===== src/design/bxr_pkg.sv =====
// shared constants and types for the bounded xorshift64* random unit
// no dependencies
package bxr_pkg;

  localparam int unsigned GEN_W   = 64;
  localparam int unsigned BOUND_W = 32;
  localparam int unsigned DIGIT_W = 4;
  localparam int unsigned MUL_STEPS = GEN_W / DIGIT_W;
  localparam int unsigned MUL_CNT_W = $clog2(MUL_STEPS);
  localparam int unsigned DIV_CNT_W = $clog2(GEN_W);

  localparam logic [GEN_W-1:0] GOLDEN_SEED = 64'h9e37_79b9_7f4a_7c15;
  localparam logic [GEN_W-1:0] STAR_MULT   = 64'd2685821657736338717;

  localparam int unsigned SHIFT_A = 12;
  localparam int unsigned SHIFT_B = 25;
  localparam int unsigned SHIFT_C = 27;

  typedef logic [GEN_W-1:0]   gen_word_t;
  typedef logic [BOUND_W-1:0] bound_t;

endpackage


===== src/design/bxr_gen.sv =====
// xorshift64 state register with a digit-serial multiply by the star constant
// depends on bxr_pkg
module bxr_gen (
  input  logic              clk,
  input  logic              rst_n,
  input  logic              seed_wr,
  input  bxr_pkg::gen_word_t seed,
  input  logic              step,
  output bxr_pkg::gen_word_t value,
  output logic              done
);

  bxr_pkg::gen_word_t state_r, state_nxt;
  bxr_pkg::gen_word_t mcand_r, mcand_nxt;
  bxr_pkg::gen_word_t acc_r, acc_nxt;
  logic [bxr_pkg::MUL_CNT_W-1:0] cnt_r, cnt_nxt;
  logic busy_r, busy_nxt;
  logic done_r, done_nxt;
  bxr_pkg::gen_word_t xs;
  logic [bxr_pkg::DIGIT_W-1:0] digit;
  logic [bxr_pkg::GEN_W+bxr_pkg::DIGIT_W-1:0] partial;

  always_comb begin
    xs = state_r ^ (state_r >> bxr_pkg::SHIFT_A);
    xs = xs ^ (xs << bxr_pkg::SHIFT_B);
    xs = xs ^ (xs >> bxr_pkg::SHIFT_C);
  end

  // one constant digit per cycle while busy and no seed is written, low digit first
  assign digit   = bxr_pkg::STAR_MULT[cnt_r*bxr_pkg::DIGIT_W +: bxr_pkg::DIGIT_W];
  assign partial = mcand_r * digit;

  always_comb begin
    state_nxt = state_r;
    mcand_nxt = mcand_r;
    acc_nxt   = acc_r;
    cnt_nxt   = cnt_r;
    busy_nxt  = busy_r;
    done_nxt  = 1'b0;
    if (seed_wr) begin
      state_nxt = (seed == '0) ? bxr_pkg::GOLDEN_SEED : seed;
    end else if (step) begin
      state_nxt = xs;
      mcand_nxt = xs;
      acc_nxt   = '0;
      cnt_nxt   = '0;
      busy_nxt  = 1'b1;
    end else if (busy_r) begin
      acc_nxt   = acc_r + partial[bxr_pkg::GEN_W-1:0];
      mcand_nxt = mcand_r << bxr_pkg::DIGIT_W;
      cnt_nxt   = cnt_r + 1'b1;
      if (cnt_r == bxr_pkg::MUL_CNT_W'(bxr_pkg::MUL_STEPS - 1)) begin
        busy_nxt = 1'b0;
        done_nxt = 1'b1;
      end
    end
  end

  always_ff @(posedge clk) begin
    if (!rst_n) begin
      state_r <= bxr_pkg::GOLDEN_SEED;
      busy_r  <= 1'b0;
      done_r  <= 1'b0;
      cnt_r   <= '0;
    end else begin
      state_r <= state_nxt;
      busy_r  <= busy_nxt;
      done_r  <= done_nxt;
      cnt_r   <= cnt_nxt;
    end
    mcand_r <= mcand_nxt;
    acc_r   <= acc_nxt;
  end

  assign value = acc_r;
  assign done  = done_r;

endmodule


===== src/design/bxr_div.sv =====
// radix-2 restoring remainder unit: 64-bit dividend mod 32-bit divisor
// depends on bxr_pkg
module bxr_div (
  input  logic               clk,
  input  logic               rst_n,
  input  logic               start,
  input  bxr_pkg::gen_word_t dividend,
  input  bxr_pkg::bound_t    divisor,
  output bxr_pkg::bound_t    remainder,
  output logic               done
);

  bxr_pkg::gen_word_t dvd_r, dvd_nxt;
  bxr_pkg::bound_t    dsr_r, dsr_nxt;
  bxr_pkg::bound_t    rem_r, rem_nxt;
  logic [bxr_pkg::DIV_CNT_W-1:0] cnt_r, cnt_nxt;
  logic busy_r, busy_nxt;
  logic done_r, done_nxt;
  logic [bxr_pkg::BOUND_W:0] shifted;
  logic [bxr_pkg::BOUND_W:0] diff;

  assign shifted = {rem_r, dvd_r[bxr_pkg::GEN_W-1]};
  assign diff    = shifted - {1'b0, dsr_r};

  always_comb begin
    dvd_nxt  = dvd_r;
    dsr_nxt  = dsr_r;
    rem_nxt  = rem_r;
    cnt_nxt  = cnt_r;
    busy_nxt = busy_r;
    done_nxt = 1'b0;
    if (start) begin
      dvd_nxt  = dividend;
      dsr_nxt  = divisor;
      rem_nxt  = '0;
      cnt_nxt  = '1;
      busy_nxt = 1'b1;
    end else if (busy_r) begin
      // remainder stays below the divisor, so one compare and subtract per bit
      rem_nxt = diff[bxr_pkg::BOUND_W] ? shifted[bxr_pkg::BOUND_W-1:0]
                                       : diff[bxr_pkg::BOUND_W-1:0];
      dvd_nxt = dvd_r << 1;
      cnt_nxt = cnt_r - 1'b1;
      if (cnt_r == '0) begin
        busy_nxt = 1'b0;
        done_nxt = 1'b1;
      end
    end
  end

  always_ff @(posedge clk) begin
    if (!rst_n) begin
      busy_r <= 1'b0;
      done_r <= 1'b0;
      cnt_r  <= '0;
    end else begin
      busy_r <= busy_nxt;
      done_r <= done_nxt;
      cnt_r  <= cnt_nxt;
    end
    dvd_r <= dvd_nxt;
    dsr_r <= dsr_nxt;
    rem_r <= rem_nxt;
  end

  assign remainder = rem_r;
  assign done      = done_r;

endmodule


===== src/design/bounded_xorshift64star_random_unit.sv =====
// an empty range or a span of one needs no generator output: the result goes from the check
// state to the done state; otherwise two 64-bit remainder passes of one bit per cycle run,
// plus a 4-bit digit-serial multiply for each rejected generator output.
// one transaction at a time: the next input can be taken in the same cycle that the result
// is in the output register.
// synchronous active-low reset clears control, output valid and restores the golden seed state.
module bounded_xorshift64star_random_unit (
  input  logic                 clk,
  input  logic                 rst_n,
  input  logic                 in_valid,
  output logic                 in_stall,
  input  logic signed [31:0]   in_lower_bound,
  input  logic signed [31:0]   in_upper_bound,
  output logic                 out_valid,
  input  logic                 out_stall,
  output logic signed [31:0]   out_drawn_value,
  output logic                 out_range_error,
  input  logic                 cfg_valid,
  output logic                 cfg_ready,
  input  logic [63:0]          cfg_seed_value
);

  typedef enum logic [2:0] {
    S_IDLE, S_CHK, S_THR, S_CMP, S_MOD, S_DONE
  } st_t;

  st_t state_r, state_nxt;
  bxr_pkg::bound_t lo_r, lo_nxt;
  bxr_pkg::bound_t hi_r, hi_nxt;
  bxr_pkg::bound_t thr_r, thr_nxt;
  bxr_pkg::bound_t res_val_r, res_val_nxt;
  logic res_err_r, res_err_nxt;
  logic v_ready_r, v_ready_nxt;
  logic out_valid_r, out_valid_nxt;
  bxr_pkg::bound_t out_val_r, out_val_nxt;
  logic out_err_r, out_err_nxt;

  logic [bxr_pkg::BOUND_W:0] diff;
  bxr_pkg::bound_t span;
  logic range_bad;
  bxr_pkg::gen_word_t thr_dividend;
  bxr_pkg::gen_word_t div_dividend;
  bxr_pkg::gen_word_t gen_v;
  bxr_pkg::bound_t div_rem;
  logic gen_done, div_done;
  logic gen_step, div_start;
  logic in_fire;

  assign in_fire   = in_valid && !in_stall;
  assign diff      = {hi_r[bxr_pkg::BOUND_W-1], hi_r} - {lo_r[bxr_pkg::BOUND_W-1], lo_r};
  assign span      = diff[bxr_pkg::BOUND_W-1:0];
  assign range_bad = ($signed(hi_r) <= $signed(lo_r));
  // (2^64 - span) mod span
  assign thr_dividend = '0 - {{(bxr_pkg::GEN_W-bxr_pkg::BOUND_W){1'b0}}, span};
  assign div_dividend = (state_r == S_CHK) ? thr_dividend : gen_v;

  bxr_gen u_gen (
    .clk     (clk),
    .rst_n   (rst_n),
    .seed_wr (cfg_valid && cfg_ready),
    .seed    (cfg_seed_value),
    .step    (gen_step),
    .value   (gen_v),
    .done    (gen_done)
  );

  bxr_div u_div (
    .clk       (clk),
    .rst_n     (rst_n),
    .start     (div_start),
    .dividend  (div_dividend),
    .divisor   (span),
    .remainder (div_rem),
    .done      (div_done)
  );

  always_comb begin
    state_nxt     = state_r;
    lo_nxt        = lo_r;
    hi_nxt        = hi_r;
    thr_nxt       = thr_r;
    res_val_nxt   = res_val_r;
    res_err_nxt   = res_err_r;
    v_ready_nxt   = v_ready_r || gen_done;
    out_valid_nxt = out_valid_r && out_stall;
    out_val_nxt   = out_val_r;
    out_err_nxt   = out_err_r;
    gen_step      = 1'b0;
    div_start     = 1'b0;
    unique case (state_r)
      S_IDLE: begin
        if (in_fire) begin
          lo_nxt    = in_lower_bound;
          hi_nxt    = in_upper_bound;
          state_nxt = S_CHK;
        end
      end
      S_CHK: begin
        if (range_bad) begin
          res_val_nxt = '0;
          res_err_nxt = 1'b1;
          state_nxt   = S_DONE;
        end else if (span == bxr_pkg::BOUND_W'(1)) begin
          res_val_nxt = lo_r;
          res_err_nxt = 1'b0;
          state_nxt   = S_DONE;
        end else begin
          // threshold division and first generator step run side by side
          div_start   = 1'b1;
          gen_step    = 1'b1;
          v_ready_nxt = 1'b0;
          state_nxt   = S_THR;
        end
      end
      S_THR: begin
        if (div_done) begin
          thr_nxt   = div_rem;
          state_nxt = S_CMP;
        end
      end
      S_CMP: begin
        if (v_ready_r) begin
          if (gen_v >= {{(bxr_pkg::GEN_W-bxr_pkg::BOUND_W){1'b0}}, thr_r}) begin
            div_start = 1'b1;
            state_nxt = S_MOD;
          end else begin
            gen_step    = 1'b1;
            v_ready_nxt = 1'b0;
          end
        end
      end
      S_MOD: begin
        if (div_done) begin
          res_val_nxt = lo_r + div_rem;
          res_err_nxt = 1'b0;
          state_nxt   = S_DONE;
        end
      end
      S_DONE: begin
        if (!out_valid_r || !out_stall) begin
          out_valid_nxt = 1'b1;
          out_val_nxt   = res_val_r;
          out_err_nxt   = res_err_r;
          state_nxt     = S_IDLE;
        end
      end
      default: state_nxt = S_IDLE;
    endcase
  end

  always_ff @(posedge clk) begin
    if (!rst_n) begin
      state_r     <= S_IDLE;
      v_ready_r   <= 1'b0;
      out_valid_r <= 1'b0;
    end else begin
      state_r     <= state_nxt;
      v_ready_r   <= v_ready_nxt;
      out_valid_r <= out_valid_nxt;
    end
    lo_r      <= lo_nxt;
    hi_r      <= hi_nxt;
    thr_r     <= thr_nxt;
    res_val_r <= res_val_nxt;
    res_err_r <= res_err_nxt;
    out_val_r <= out_val_nxt;
    out_err_r <= out_err_nxt;
  end

  assign in_stall        = (state_r != S_IDLE);
  assign cfg_ready       = (state_r == S_IDLE);
  assign out_valid       = out_valid_r;
  assign out_drawn_value = out_val_r;
  assign out_range_error = out_err_r;

endmodule


===== config.mk =====
export PLATFORM = sky130hd
export DESIGN_NAME = bounded_xorshift64star_random_unit
export DESIGN_NICKNAME = d
export VERILOG_FILES = /design/src/design/bxr_pkg.sv /design/src/design/bxr_gen.sv /design/src/design/bxr_div.sv /design/src/design/bounded_xorshift64star_random_unit.sv
export SDC_FILE = /design/constraint.sdc
export NUM_CORES = 2
export LEC_CHECK = 0
export BUFFER_PORTS_ARGS = -buffer_cell sky130_fd_sc_hd__buf_4
export CORE_UTILIZATION = 50
export DETAILED_ROUTE_END_ITERATION = 7
export MAX_ROUTING_LAYER = met4
export PLACE_DENSITY = 0.67
export SYNTH_ARGS = -nofsm -noshare
export SYNTH_HDL_FRONTEND = slang
export SYNTH_SLANG_ARGS = --single-unit

===== constraint.sdc =====
create_clock -name clk -period 12 [get_ports clk]
set_input_delay 0.6 -clock clk [delete_from_list [all_inputs] [get_ports clk]]
set_output_delay 0.6 -clock clk [all_outputs]
set_load 0.02 [all_outputs]

==> impl_metrics.env <==
export IMPL_run_status="completed"
export IMPL_final_common_cell="inv_1"
export IMPL_clk_pin_slew_ns=0.07
export IMPL_drt_pass1_iterations=5
export IMPL_gp_congestion=0.9304
export IMPL_hold_buffers=0
export IMPL_slew_violations=0
export IMPL_synthTopCellsByArea="edfxtp_1 31%, fa_1 10%, ha_1 6.9%, dfxtp_1 6.2%, inv_1 4.3%"
export IMPL_async_reset_ff_share_pct=0
export IMPL_ant_nets=0
export IMPL_max_cap_viol_count=0
export IMPL_root_buffer="clkbuf_16"
export IMPL_synth_fp_nets=4425
export IMPL_grt_overflow=0
export IMPL_drtIter0Drc=2382
export IMPL_path_cells="inv_1, ha_1, o21ai_0, o31ai_4, buf_4, and2_1, fa_1, fa_1, inv_1, fa_1, inv_1, ha_1, and3_1, a221oi_1, o21ai_1, a41o_1, a31o_2, a32oi_1, nor4_1, nor3_1, o31a_1, o221ai_1, a221oi_1, mux2i_1"
export IMPL_min_period_ns=7.391
export IMPL_synth_top_area_share_pct=31.32
export IMPL_ys_flop_type="edfxtp_1"
export IMPL_cts_buffers=55
export IMPL_cp_top_family="compound AO/OA/AOI/OAI gates"
export IMPL_routed_via_count=28190
export IMPL_post_cts_resized=0
export IMPL_syn_area_um2=37010
export IMPL_rows=99
export IMPL_critPathArrivalTime_ns=7.74
export IMPL_route_met3_wl_um=5983
export IMPL_yosys_area_top_type="edfxtp_1"
export IMPL_crit_path_max_fanout=63
export IMPL_yosysWarnings=0
export IMPL_final_cell_mix="423 x inv_1, 386 x edfxtp_1, 349 x nor2_1, 348 x nand2_1, 234 x a21oi_1"
export IMPL_setup_viol=0
export IMPL_grt_pass1_wl_um=147900
export IMPL_place_port_buffers=168
export IMPL_n_fill_cell=6534
export IMPL_grt_pass1_vias=26800
export IMPL_worst_pin_slew_ns=1.252
export IMPL_die_w_um=274.1
export IMPL_synthCells=3903
export IMPL_cts_buffer_depth=3
export IMPL_crit_required_ns=12.35
export IMPL_rsz0062_at_grt="false"
export IMPL_hpwl_um=71590
export IMPL_cts_tree="built"
export IMPL_worst_hold_path_type="input pin to register"
export IMPL_viasPerCell=5.632
export IMPL_cts_max_level=2
export IMPL_synth_edf_count=386
export IMPL_wirelength_um=94030
export IMPL_die_area_um2=75110
export IMPL_final_core_util_pct=56.00
export IMPL_setup_tns_final_ns=0
export IMPL_slowest_delay_ns=0.61
export IMPL_finClkSkew_ns=0.05491
export IMPL_postPlaceCellArea_um2=39140
export IMPL_cts_repair_timing_setup_buffer_count=0
export IMPL_dr_wl_met2_um=41850
export IMPL_cp_end_kind="register"
export IMPL_num_nets_final=4520
export IMPL_synth_cell_types=90
export IMPL_crit_path_top_delay_cell="dfxtp_1"
export IMPL_top_layer_used="met4"
export IMPL_hold_viol_final=0
export IMPL_clock_sinks=501
export IMPL_met1Wirelength_um=44340
export IMPL_min_period_over_period_pct=61.59
export IMPL_synth_ff_latch_count=501
export IMPL_antenna_found_initial=2
export IMPL_slew_headroom_pct=16.20
export IMPL_critPathBufInv=4
export IMPL_wire_per_inst_um=18.79
export IMPL_worst_setup_path_start_kind="register"
export IMPL_postSynthAreaPerCell_um2=9.482
export IMPL_drive_above_1_share_pct=8.383
export IMPL_syn_to_final_growth_pct=10.60
export IMPL_critPathKind="register to register"
export IMPL_final_cell_area_um2=40930
export IMPL_ys_seq_area_share_pct=37.54
export IMPL_io_pins=169
export IMPL_die_h_um=274.1
export IMPL_track_usage_pct=25.66
export IMPL_fmax_ghz=0.1353
export IMPL_insertion_delay_ns=0.64
export IMPL_grt_max_degree=125
export IMPL_initial_core_util_pct=50.64
export IMPL_drc=0
export IMPL_fp_coreArea_um2=73080
## stage by stage
stage	worst slack (ns)	hold slack, ns	instances
3_5_place_dp	4.630	0.4045	4900
6_report	4.609	0.1342	5005
4_1_cts	4.573	0.09665	5003
2_1_floorplan	5.533	0.4003	3903
5_1_grt	4.148	0.09776	5004
3_3_place_gp	4.721	0.4040	4900
## flip-flops by register name, summed over array words and instances, names as in the netlist, 64 cells and up
| name | flops |
|---|---|
| u_gen.mcand_r | 64 |
| u_div.dvd_r | 64 |
| u_gen.state_r | 64 |
| u_gen.value | 64 |
## kinds of logic after synthesis
group,share of synthesized area (%)
compound gates,15.18
flops,37.54
mux,0.2536
fa+ha+maj,16.91
simple gates,16.71
buf+inv,6.194
xor+xnor,7.215
## metal layers
| layer | track usage [%] | vias to the layer above |
|---|---|---|
| li1 | - | 13700 |
| met1 | 37.03 | 13570 |
| met2 | 38.28 | 792 |
| met3 | 3.372 | 119 |
| met4 | 5.892 | 0 |
| met5 | - | - |
## cells in the mapped netlist (31+ instances only)
master	count
nand4_1	35
fa_1	185
a211oi_1	40
dfxtp_1	115
o211ai_1	52
nor2_1	350
buf_2	38
o21ai_0	108
ha_1	204
and2_1	188
and3_1	41
a21oi_1	237
nand2_1	348
o22ai_1	55
nor3_1	47
nor4_1	31
edfxtp_1	386
xor2_1	126
a21o_1	105
nand3_1	51
inv_1	424
o21a_1	35
xnor2_1	172
clkbuf_1	115
a31oi_1	31
nand2b_1	35
nor2b_1	75
## area by class of cell
class | instances | area [µm²] | share of cell area, %
sequential | 501 | 13890 | 33.95
timing repair buffer | 201 | 1521 | 3.717
tap | 959 | 1200 | 2.932
antenna | 2 | 5.005 | 0.01223
clock buffer | 64 | 1410 | 3.445
multi-input combinational | 2815 | 20930 | 51.13
inverter | 424 | 1594 | 3.895
clock inverter | 39 | 376.6 | 0.9202
## path summary, 6_finish.rpt
| path | start | end | slack [ns] | cells after the start |
|---|---|---|---|---|
| worst max-delay path | u_gen.cnt_r[2] | u_gen.value[62] | 4.61 | 24 |
| worst min-delay path | in_upper_bound[19] | hi_r[19] | 0.13 | 1 |
| worst max register to register | u_gen.cnt_r[2] | u_gen.value[62] | 4.61 | 24 |
| worst min register to register | res_val_r[10] | out_drawn_value[10] | 0.42 | 0 |
Power is left out: the tool's default activity adds up to more than one toggle a clock period on the data nets, which glitch-free logic cannot reach.
